==> config.mk <==
export PLATFORM = sky130hd
export DESIGN_NAME = modat_ctrl
export DESIGN_NICKNAME = d
export VERILOG_FILES = /design/src/hdl/modat_pkg.sv /design/src/hdl/modat_ctrl.sv
export SDC_FILE = /design/constraint.sdc
export NUM_CORES = 1
export LEC_CHECK = 0
export BUFFER_PORTS_ARGS = -buffer_cell sky130_fd_sc_hd__clkbuf_2
export CELL_PAD_IN_SITES_DETAIL_PLACEMENT = 0
export CELL_PAD_IN_SITES_GLOBAL_PLACEMENT = 2
export CORE_AREA = 2 2 39 41
export CTS_BUF_LIST = sky130_fd_sc_hd__clkbuf_16
export CTS_CLUSTER_DIAMETER = 120
export DETAILED_ROUTE_END_ITERATION = 8
export DIE_AREA = 0 0 41 43
export GPL_TIMING_DRIVEN = 0
export PLACE_DENSITY_LB_ADDON = 0.1
export SYNTH_ARGS = -nofsm -noshare
export SYNTH_HDL_FRONTEND = slang
export SYNTH_SLANG_ARGS = --single-unit
==> constraint.sdc <==
create_clock -name clk_i -period 1.45 [get_ports clk_i]
set_input_delay 0.29 -clock clk_i [delete_from_list [all_inputs] [get_ports clk_i]]
set_output_delay 0.29 -clock clk_i [all_outputs]
set_load 0.02 [all_outputs]
==> src/hdl/modat_pkg.sv <==
// Package for the minute-of-day action trigger: payload and control structs,
// operation and status codes, and the built-in default schedule tables.
// No dependencies.
package modat_pkg;

  localparam int unsigned FLAG_W     = 7;
  localparam int unsigned MINUTE_W   = 11;
  localparam int unsigned ENTRY_W    = 12;
  localparam int unsigned SEL_W      = 14;
  localparam int unsigned CFG_IDX_W  = 2;
  localparam int unsigned CFG_DATA_W = 14;

  localparam logic [MINUTE_W-1:0]       DAY_LAST_MINUTE = 11'd1439;
  localparam logic signed [ENTRY_W-1:0] UNUSED_ENTRY    = -12'sd1;

  localparam int unsigned INIT_ACTIONS   = 7;
  localparam int unsigned INIT_SCHEDULES = 3;
  localparam int unsigned INIT_VALS_N    = 37;

  localparam int unsigned INIT_LEN [INIT_ACTIONS][INIT_SCHEDULES] = '{
    '{1, 5, 48}, '{1, 12, 12}, '{1, 1, 24}, '{1, 12, 24},
    '{1, 1, 1},  '{1, 1, 12},  '{1, 12, 12}
  };

  localparam int unsigned INIT_USED [INIT_ACTIONS][INIT_SCHEDULES] = '{
    '{1, 5, 0}, '{1, 1, 4}, '{0, 1, 0}, '{0, 12, 0},
    '{0, 0, 0}, '{1, 1, 4}, '{1, 1, 4}
  };

  // start of each table's defaults within INIT_VALS
  localparam int unsigned INIT_OFF [INIT_ACTIONS][INIT_SCHEDULES] = '{
    '{0, 1, 6},    '{6, 7, 8},    '{12, 12, 13}, '{13, 13, 25},
    '{25, 25, 25}, '{25, 26, 27}, '{31, 32, 33}
  };

  localparam int unsigned INIT_VALS [INIT_VALS_N] = '{
    720, 300, 480, 660, 840, 1020,
    720, 720, 420, 600, 780, 960,
    660,
    0, 120, 240, 360, 480, 600, 720, 840, 960, 1080, 1200, 1320,
    720, 720, 420, 600, 780, 960,
    720, 720, 420, 600, 780, 960
  };

  typedef enum logic [1:0] {
    MODE_TICK  = 2'd0,
    MODE_CLEAR = 2'd1,
    MODE_WRITE = 2'd2
  } mode_e;

  typedef enum logic [1:0] {
    ST_DONE   = 2'd0,
    ST_REJECT = 2'd1,
    ST_SKIP   = 2'd2
  } status_e;

  typedef enum logic [CFG_IDX_W-1:0] {
    CFG_ENABLE = 2'd0,
    CFG_SELECT = 2'd1
  } cfg_idx_e;

  typedef enum logic [2:0] {
    S_INIT,
    S_IDLE,
    S_EXEC,
    S_SEARCH,
    S_RESP
  } state_e;

  typedef struct packed {
    logic [1:0]                mode;
    logic [2:0]                action;
    logic [1:0]                schedule;
    logic [MINUTE_W-1:0]       minute;
    logic [5:0]                entry_index;
    logic signed [ENTRY_W-1:0] entry_value;
  } in_item_t;

  typedef struct packed {
    logic [FLAG_W-1:0] triggered_flags;
    logic [1:0]        status;
    logic              new_trigger;
  } out_item_t;

  typedef struct packed {
    logic init_step;
    logic load;
    logic exec;
    logic search;
    logic respond;
  } dp_cmd_t;

  typedef struct packed {
    logic init_last;
    logic go_search;
    logic search_end;
    logic out_free;
  } dp_sts_t;

  function automatic logic signed [ENTRY_W-1:0] init_entry(int unsigned a, int unsigned s,
                                                          int unsigned k);
    logic signed [ENTRY_W-1:0] v;
    v = UNUSED_ENTRY;
    if (a < INIT_ACTIONS && s < INIT_SCHEDULES) begin
      if (k < INIT_USED[a][s]) begin
        v = ENTRY_W'(INIT_VALS[INIT_OFF[a][s] + k]);
      end
    end
    return v;
  endfunction

  function automatic int unsigned init_len(int unsigned a, int unsigned s,
                                           int unsigned slot_entries);
    int unsigned n;
    n = 0;
    if (a < INIT_ACTIONS && s < INIT_SCHEDULES) begin
      n = (INIT_LEN[a][s] > slot_entries) ? slot_entries : INIT_LEN[a][s];
    end
    return n;
  endfunction

endpackage

==> src/hdl/modat_ctrl.sv <==
// Controller state machine: reset sweep, item accept, execute, table search
// and result hand-off. Uses modat_pkg.
module modat_ctrl
  import modat_pkg::*;
(
  input  logic    clk_i,
  input  logic    rst_ni,
  input  logic    in_valid_i,
  output logic    in_stall_o,
  output dp_cmd_t cmd_o,
  input  dp_sts_t sts_i
);

  state_e state_q, state_d;

  always_ff @(posedge clk_i or negedge rst_ni) begin
    if (!rst_ni) begin
      state_q <= S_INIT;
    end else begin
      state_q <= state_d;
    end
  end

  always_comb begin
    state_d    = state_q;
    cmd_o      = '0;
    in_stall_o = 1'b1;
    case (state_q)
      S_INIT: begin
        cmd_o.init_step = 1'b1;
        if (sts_i.init_last) begin
          state_d = S_IDLE;
        end
      end
      S_IDLE: begin
        in_stall_o = 1'b0;
        if (in_valid_i) begin
          cmd_o.load = 1'b1;
          state_d    = S_EXEC;
        end
      end
      S_EXEC: begin
        cmd_o.exec = 1'b1;
        state_d    = sts_i.go_search ? S_SEARCH : S_RESP;
      end
      S_SEARCH: begin
        cmd_o.search = 1'b1;
        if (sts_i.search_end) begin
          state_d = S_RESP;
        end
      end
      S_RESP: begin
        if (sts_i.out_free) begin
          cmd_o.respond = 1'b1;
          state_d       = S_IDLE;
        end
      end
      default: begin
        state_d = S_INIT;
      end
    endcase
  end

endmodule
### Yosys cells after proc, flatten, opt, wreduce, memory -nomap -nowiden

Index checks and enable logic that the tools add are counted.

| storage, ports and cells | value |
|---|---|
| bits in registers | 3 |

| cells by class | value |
|---|---|
| eq/ne operators | 8 |
| multiplexer cells | 14 |
| reductions and logical operators | 2 |

Operators by type and width:

| kind | number |
|---|---|
| 2-to-1 mux 3 bit | 5 |
| one-hot mux 3 bit (5 select lines) | 1 |
| 2-to-1 mux 1 bit | 8 |
| != test 2 bit (second input constant) | 4 |
| == test 3 x 2 -> 1 bit (second input constant) | 2 |
| AND reduction 4 bit | 1 |
| == test 3 x 1 -> 1 bit (second input constant) | 1 |
| == test 3 bit (second input constant) | 1 |
| logical NOT 3 bit | 1 |

### Logic depth before layout (Yosys ltp)

Gate-level depths: netlist of the first run.

| logic depth | value |
|---|---|
| word-level depth | 3 |
| depth in mapped cells | 4 |
| gate-level depth less buffers | 3 |

### Worst setup path before layout of the first run

OpenSTA, ideal clock, no wires.

| timing path | value |
|---|---|
| kind | reg2out |
| from | register state_q[0] |
| to | output cmd_o[4] (netlist name) |
| arrival time | 0.946 ns |
| data required time | 1.160 ns |
| setup slack | 0.214 ns |
| cell stages (with the launch flop) | 3 |
| path buffers | 1 |
| path through | dfrtp_1 -> buf_6 -> nor3_1 |

RTL lines:

| what | line | source |
|---|---|---|
| from (decl) | modat_ctrl.sv:14 | `state_e state_q, state_d;` |
| from (signal assigned) | modat_ctrl.sv:20 | `state_q <= state_d;` |
| to (decl) | modat_ctrl.sv:10 | `output dp_cmd_t cmd_o,` |

==> out/qor.txt, run 1 <==
outcome - completed
starting density of the core - 15.6%
largest net degree at the start of global routing - 11
total grt overflow - 0
Yosys reg bits - 3
Die Span Y - 43 um
Syn Inst Count - 26
final setup vio count - 0
startpoint types - flop
Post-Synthesis Cell Area - 216 um2
WL/cell - 10.2 um
DIE AREA - 0.00176 mm2
Worst Setup End Kind - output port
Final min period - 1450 ps
worst slew pin tran - 160 ps
post-synth top area share - 34.7%
Distinct cells, synth - 15
Seq. cell area - 77.6 um2
Seq/Total Area, Yosys - 34.7%
multi-input gate area in the final layout - 126 um2
Total Routing Usage GR - 8.46%
hpwl dp - 462 um
Net Count, Synth - 33
initial antenna violation count - 0
mean area per synthesized cell - 8.33 um2
fmax - 691 MHz
Clock Latency Late Sink - 220 ps
setup TNS - 0 ps
period utilization - 99.8%
post-route ant nets - 0
number of flip-flops under the largest register name - 3
Die X-Extent - 41 um
vias in the first global route - 266
R2R cell count - 4
1st-iter DRT viols - 2
DRT Pass-1 Iters - 4
post-DR vias/cell - 4.03
CP Launch Point - state_q[0]$_DFFE_PN0P_
I/O pin total - 13
CTS tree - built
clk sink count - 3
worst r2r dst - state_q[0]$_DFFE_PN0P_
HP Class - input port to flop
CP required - 1160 ps
first-pass GRT wire length - 1000 um
CP Capture Point - cmd_o[0]
Util after Layout - 29.6%
crit path DAT - 1160 ps
clock slew at reported path FFs - 30 ps
reg2reg start - state_q[0]$_DFFE_PN0P_
slew margin rel. - 89.3%
RSZ-0062 raised after global routing - yes
# fillers - 148
largest fanout on the critical path - 10
Tot Pwr - 1.04 mW
synthesis-to-finish area growth - 89.0%
Via Count - 238
Crit Path Class - flop to output port
htree depth - 1
clock skew - 0.379 ps
max-slew violation count - 0
most frequent cells in the layout - clkbuf_2, nor2_1, nand2_1, inv_1, clkbuf_16
Worst R2R Setup Slack - 210 ps
static leakage - 0.201 nW
DRC Markers - 0
core footprint - 0.00138 mm2
share of cells above drive strength 1 - 55.8%
number of port buffers - 12
Peak VDD IR - 0.000667 V
most common cell after layout, fill and taps aside - clkbuf_2
worst-case clock buffer depth - 2
Core Rows - 14
Power Dens Cells - 2550 mW/mm2
YS warnings - 0
# Post-CTS Setup Buffers - 0
root buf cell - clkbuf_16
largest area contributor in the netlist - dfrtp_1
final wirelength - 604 um
Largest regs - state_q: 3 flops
Most flops, register - state_q
Hold Fails Final Rpt - 0
routability cong. - 0.653
NumNets Final - 51
ANT cells - 0
top cells by area, synth - dfrtp_1, mux4_2, nor2_1
number of max-cap violations - 0
CTS buffer count - 3
==> cells in the mapped netlist <==
cell type and instances:
a21oi_1 2, and3_1 1, and3_2 1, buf_6 1, dfrtp_1 3, inv_1 2, inv_4 1, mux4_2 1
nand2_1 3, nand2b_1 1, nand3b_1 2, nor2_1 5, nor3_1 1, o21bai_1 1, o22ai_1 1
==> power breakdown <==
group | internal, mW | total, mW | switching (mW) | leakage, nW
combinational | 0.193 | 0.439 | 0.246 | 0.123
sequential | 0.126 | 0.180 | 0.0542 | 0.0354
clock | 0.355 | 0.425 | 0.0700 | 0.0423
total | 0.674 | 1.04 | 0.370 | 0.201
==> worst min path at each step <==
stage | startpoint | end | depth (start not counted)
after floorplan | rst_ni | state_q[0]$_DFFE_PN0P_ | 0
after global placement | rst_ni | state_q[1]$_DFFE_PN0P_ | 1
after detailed placement | rst_ni | state_q[2]$_DFFE_PN0P_ | 1
after CTS | sts_i[0] | state_q[2]$_DFFE_PN0P_ | 2
after global routing | sts_i[0] | state_q[2]$_DFFE_PN0P_ | 2
final | sts_i[0] | state_q[2]$_DFFE_PN0P_ | 2
==> what timing repair did <==
action                     in CTS  in global routing
hold buffers                    1                  0
hold endpoints to repair        3                  0
setup endpoints to repair       2                  4
gates resized for setup         4                  5
pin swaps                       0                  0
==> through the flow <==
| step | area (um2) | setup WS (ps) | hold WS, ps | std cells |
|---|---|---|---|---|
| after floorplan | 216 | 214 | -5.59 | 26 |
| after global placement | 297 | 196 | 85.3 | 54 |
| after detailed placement | 297 | 189 | 88.5 | 54 |
| after CTS | 398 | -4.22 | 275 | 59 |
| after global routing | 409 | -42.1 | 303 | 59 |
| final | 409 | 2.76 | 281 | 59 |
==> per-layer routing <==
metal / part of all wire, % / routed length (um) / GRT usage (%)
met1: 43 / 260 / 9.74
met2: 52 / 312 / 13.1
met3: 5.1 / 31 / 0
met4: 0 / 0 / 8.00
met5: 0 / 0 / 0
==> final cells by class <==
class                   count  share of cell area, %
inverters                   3                   3.36
flip-flops and latches      3                   19.0
repair buffers             13                   19.9
clock inverters             1                  0.917
plain buffers               1                   2.75
well taps                  16                   4.89
clock buffers               3                   18.3
multi-input cells          19                   30.9
==> critical path: stages, from the launching register on <==
cell and delay [ps]:
dfrtp_1 360, buf_6 140, nor2_2 100, and3_4 190
clkbuf_8 130
==> kinds of logic after synthesis <==
kind of cell	after synthesis	synth area share, %
AOI/OAI and AO/OA	4	11.0
buffers and inverters	4	11.6
muxes	1	10.4
DFF	3	34.7
and+or+nand+nor	14	32.4
No activity file was read; power rests on OpenSTA's default activity.
==> run 2: changes to the inputs <==
--- a/config.mk
+++ b/config.mk
@@ -7,6 +7,4 @@
 export LEC_CHECK = 0
 export BUFFER_PORTS_ARGS = -buffer_cell sky130_fd_sc_hd__clkbuf_2
-export CELL_PAD_IN_SITES_DETAIL_PLACEMENT = 0
-export CELL_PAD_IN_SITES_GLOBAL_PLACEMENT = 2
 export CORE_AREA = 2 2 39 41
 export CTS_BUF_LIST = sky130_fd_sc_hd__clkbuf_16
==> constraint.sdc (replaced) <==
create_clock -name clk_i -period 1.45 [get_ports clk_i]
set_input_delay 0.29 -clock clk_i [delete_from_list [all_inputs] [get_ports clk_i]]
set_output_delay 0.29 -clock clk_i [all_outputs]
set_load 0.05 [all_outputs]
==> run 2 against run 1 <==
Against the previous run:
- clock skew about the same
- worst setup slack worse by 1.3 ps
- register-to-register slack lost 50 ps
- cell area rose by 29%
- flip-flop and latch count stayed put
- critical path type unchanged
- first-iteration DRC count rose by 50%
- fmax is essentially flat
- sequential power fell by 3%
- worst hold slack better by 16 ps
- clock power about the same
- critical path depth unchanged
==> out/qor.txt, run 2 (synthesis gave the netlist of run 1 again) <==
kind of cell adding the most delay to the critical path - flip-flops
fmax - 690 MHz
number of flip-flops under the largest register name - 3
I/O pin total - 13
Crit Path Class - flop to output port
ANT cells - 0
final wirelength - 704 um
area post-placement - 302 um2
most frequent cells in the layout - clkbuf_2, buf_4, clkbuf_16
clk sink count - 3
# fillers - 154
Buf+Inv Stages, Crit Path - 2
CP Launch Point - state_q[0]$_DFFE_PN0P_
CTS tree - built
worst slew pin tran - 277 ps
number of max-cap violations - 0
Die X-Extent - 41 um
Total Routing Usage GR - 9.96%
post-route ant nets - 0
starting density of the core - 15.6%
1st-iter DRT viols - 3
reg2reg start - state_q[0]$_DFFE_PN0P_
number of port buffers - 12
Worst R2R Setup Slack - 160 ps
Final min period - 1450 ps
RSZ-0062 raised after global routing - yes
core footprint - 0.00138 mm2
DIE AREA - 0.00176 mm2
CP required - 1160 ps
Clock Latency Late Sink - 220 ps
DRT Pass-1 Iters - 2
startpoint types - flop
WL/cell - 10.8 um
crit path DAT - 1160 ps
vias in the first global route - 304
first-pass GRT wire length - 1190 um
NumNets Final - 57
HP Class - input port to flop
beginning of the worst hold path - sts_i[0]
period utilization - 99.9%
Hold Fails Final Rpt - 0
CTS buffer count - 3
clock skew - 0.769 ps
clock slew at reported path FFs - 30 ps
CP max stage delay - 360 ps
worst slack, placed - 93.2 ps
total grt overflow - 0
Power Dens Cells - 2800 mW/mm2
worst-case clock buffer depth - 2
PnR worst setup slack - 1.46 ps
setup TNS - 0 ps
Largest regs - state_q: 3 flops
Core Rows - 14
Worst Setup End Kind - output port
Peak VDD IR - 0.000857 V
initial antenna violation count - 0
final instance area - 529 um2
Via Count - 268
Die Span Y - 43 um
most common cell after layout, fill and taps aside - clkbuf_2
max-slew violation count - 0
critical-path cell list - buf_6, nor2_4, and3_4, clkbuf_16
largest net degree at the start of global routing - 8
post-DR vias/cell - 4.12
hpwl dp - 426 um
htree depth - 1
share of cells above drive strength 1 - 69.4%
DRC Markers - 0
largest fanout on the critical path - 7
routability cong. - 0.674
synthesis-to-finish area growth - 145%
outcome - completed
final setup vio count - 0
static leakage - 0.247 nW
Most flops, register - state_q
slew margin rel. - 81.6%
root buf cell - clkbuf_16
CP max-delay cell - dfrtp_1
-- run 2: area by class of cell --
type | instances | area (um2) | area share (%)
tap | 16 | 20.0 | 3.78
timing repair buffer | 19 | 165 | 31.2
clock buffer | 3 | 75.1 | 14.2
sequential | 3 | 77.6 | 14.7
clock inverter | 1 | 3.75 | 0.709
inverter | 3 | 13.8 | 2.60
multi-input combinational | 19 | 163 | 30.7
buffer | 1 | 11.3 | 2.13
-- run 2: what timing repair did --
item / in CTS / in global routing
hold buffers: 1 / 0
buffers inserted: 3 / 3
cloned: 0 / 0
endpoints found under the hold margin: 3 / 0
resized for setup: 14 / 11
setup endpoints to repair: 4 / 5
pin swaps: 1 / 2
-- run 2: final timing paths --
check | to | depth (start not counted)
max reg2reg | state_q[0]$_DFFE_PN0P_ | 4
min in group asynchronous | state_q[0]$_DFFE_PN0P_ | 2
max in group asynchronous | state_q[1]$_DFFE_PN0P_ | 2
min reg2reg | state_q[1]$_DFFE_PN0P_ | 1
min | state_q[2]$_DFFE_PN0P_ | 2
max | cmd_o[0] | 4
-- run 2: routing by layer --
| layer | track usage (%) | vias up | wire (um) |
|---|---|---|---|
| li1 | - | 133 | - |
| met2 | 15.6 | 5 | 406 |
| met3 | 1.05 | 0 | 31 |
| met1 | 11.3 | 130 | 266 |
| met5 | 0 | - | 0 |
| met4 | 8.00 | 0 | 0 |
-- run 2: metrics by stage --
step                      power [mW]  hold WS [ps]  util [%]  cells
after global routing            1.57           311      38.2     65
final                           1.48           296      38.2     65
after detailed placement       0.751          87.8      21.8     54
after CTS                       1.33           287      34.3     62
after floorplan                0.633         -5.59         -     26
after global placement         0.748          87.2      21.8     54
-- run 2: where the power goes --
part           switching (mW)  internal, mW
logic                   0.500         0.383
registers              0.0494         0.126
clock network          0.0700         0.355
total                   0.619         0.863
==> run 3: changes to the inputs <==
- clock period: 1.45 -> 1.75 ns (I/O delays scaled with it)
==> run 3 against run 2 <==
Against the previous run:
- sequential share of layout area grew 4.6 points
- global-route usage decreased by 2.0 points
- combinational power is 46% lower
- largest cell class is now multi-input combinational cells
- largest power group unchanged
==> out/qor.txt, run 3 (synthesis gave the netlist of run 1 again) <==
static leakage - 0.204 nW
post-DR vias/cell - 3.93
worst-case clock buffer depth - 2
CP max stage delay - 360 ps
routability cong. - 0.674
max-slew violation count - 0
Total Routing Usage GR - 7.95%
fmax - 608 MHz
final wirelength - 545 um
crit path DAT - 1290 ps
CTS tree - built
starting density of the core - 15.6%
final setup vio count - 0
I/O pin total - 13
root buf cell - clkbuf_16
Peak VDD IR - 0.000526 V
clock slew at reported path FFs - 30 ps
number of port buffers - 12
ANT cells - 0
Hold Fails Final Rpt - 0
startpoint types - flop
vias in the first global route - 258
CP required - 1400 ps
number of max-cap violations - 0
NumNets Final - 51
hpwl dp - 426 um
first-pass GRT wire length - 938 um
clk sink count - 3
Hold EP - state_q[2]$_DFFE_PN0P_
share of cells above drive strength 1 - 46.5%
Die X-Extent - 41 um
WL/cell - 9.24 um
R2R cell count - 4
Via Count - 232
RSZ-0062 raised after global routing - no
largest fanout on the critical path - 10
total grt overflow - 0
critical-path cell list - buf_6, nor2_1, and3_1, clkbuf_2
DIE AREA - 0.00176 mm2
largest net degree at the start of global routing - 11
most frequent cells in the layout - clkbuf_2, nor2_1
Clock Latency Late Sink - 220 ps
HP Class - input port to flop
Worst R2R Setup Slack - 490 ps
CP Launch Point - state_q[0]$_DFFE_PN0P_
outcome - completed
Die Span Y - 43 um
period utilization - 94.0%
hold slack - 348 ps
Most flops, register - state_q
# Post-CTS Setup Buffers - 0
kind of cell adding the most delay to the critical path - buffers and inverters
reg2reg start - state_q[0]$_DFFE_PN0P_
worst slew pin tran - 279 ps
synthesis-to-finish area growth - 80.3%
post-route ant nets - 0
most common cell after layout, fill and taps aside - clkbuf_2
Largest regs - state_q: 3 flops
Power Dens Cells - 2480 mW/mm2
htree depth - 1
Crit Path Class - flop to output port
number of flip-flops under the largest register name - 3
# fillers - 159
beginning of the worst hold path - sts_i[0]
Final min period - 1640 ps
setup TNS - 0 ps
initial antenna violation count - 0
DRC Markers - 0
1st-iter DRT viols - 4
Buf+Inv Stages, Crit Path - 2
hold path depth - 2
core footprint - 0.00138 mm2
CTS buffer count - 3
Worst Setup End Kind - output port
slew margin rel. - 81.5%
Core Rows - 14
DRT Pass-1 Iters - 3
clock skew - 1.02 ps
CP max-delay cell - dfrtp_1
worst r2r dst - state_q[0]$_DFFE_PN0P_
## run 3: cell types whose count changed in the layout (fill, tap and decap cells not counted), sizes merged
cell,delta
clkbuf,+4
buf,-10
## run 3: per-stage QoR
step	power (mW)	setup slack [ps]	cell area [um2]	utilization [%]	instances
2_1_floorplan	0.525	150	221	-	26
3_3_place_gp	0.620	336	302	21.8	54
3_5_place_dp	0.622	333	302	21.8	54
4_1_cts	0.982	96.0	390	28.2	59
5_1_grt	1.03	28.7	390	28.2	59
6_report	0.967	105	390	28.2	59
## run 3: repair_timing
action | in CTS | in global routing
hold buffers | 1 | 0
endpoints found under the hold margin | 3 | 0
endpoints found under the setup margin | 0 | 0
gates resized for setup | 0 | 0
## run 3: power breakdown
group	leakage, nW	switching [mW]	total, mW	internal, mW
Combinational	0.124	0.328	0.475	0.148
Sequential	0.0382	0.0398	0.140	0.100
Clock	0.0423	0.0576	0.352	0.294
## run 3: routing by layer
metal / routed length (um) / track usage, % / part of all wire [%] / vias up
met4: 0 / 8.00 / 0 / 0
met5: 0 / 0 / 0 / -
met1: 226 / 9.06 / 41 / 106
li1: - / - / - / 121
met3: 16 / 0 / 2.9 / 0
met2: 302 / 12.2 / 55 / 5
## run 3: worst max path at each step
stage / end / slack, ps / cells past startpoint
2_1_floorplan: cmd_o[1] / 150 / 2
3_3_place_gp: cmd_o[0] / 340 / 4
3_5_place_dp: cmd_o[0] / 330 / 4
4_1_cts: cmd_o[0] / 100 / 4
5_1_grt: cmd_o[0] / 30 / 3
6_report: cmd_o[0] / 110 / 4
## run 3: worst register-to-register path, cell delays in order, from the launching register on
cell and delay [ps]:
dfrtp_1 360, buf_6 140, inv_4 60, mux4_2 490
o21bai_1 140
## run 3: layout make-up
cell class	count	area, um2	area share [%]
Clock buffer	3	75.1	19.2
Sequential cell	3	75.1	19.2
Buffer	1	11.3	2.88
Timing Repair Buffer	13	70.1	17.9
Multi-Input combinational cell	19	121	31.1
Clock inverter	1	3.75	0.962
Tap cell	16	20.0	5.13
Inverter	3	13.8	3.53
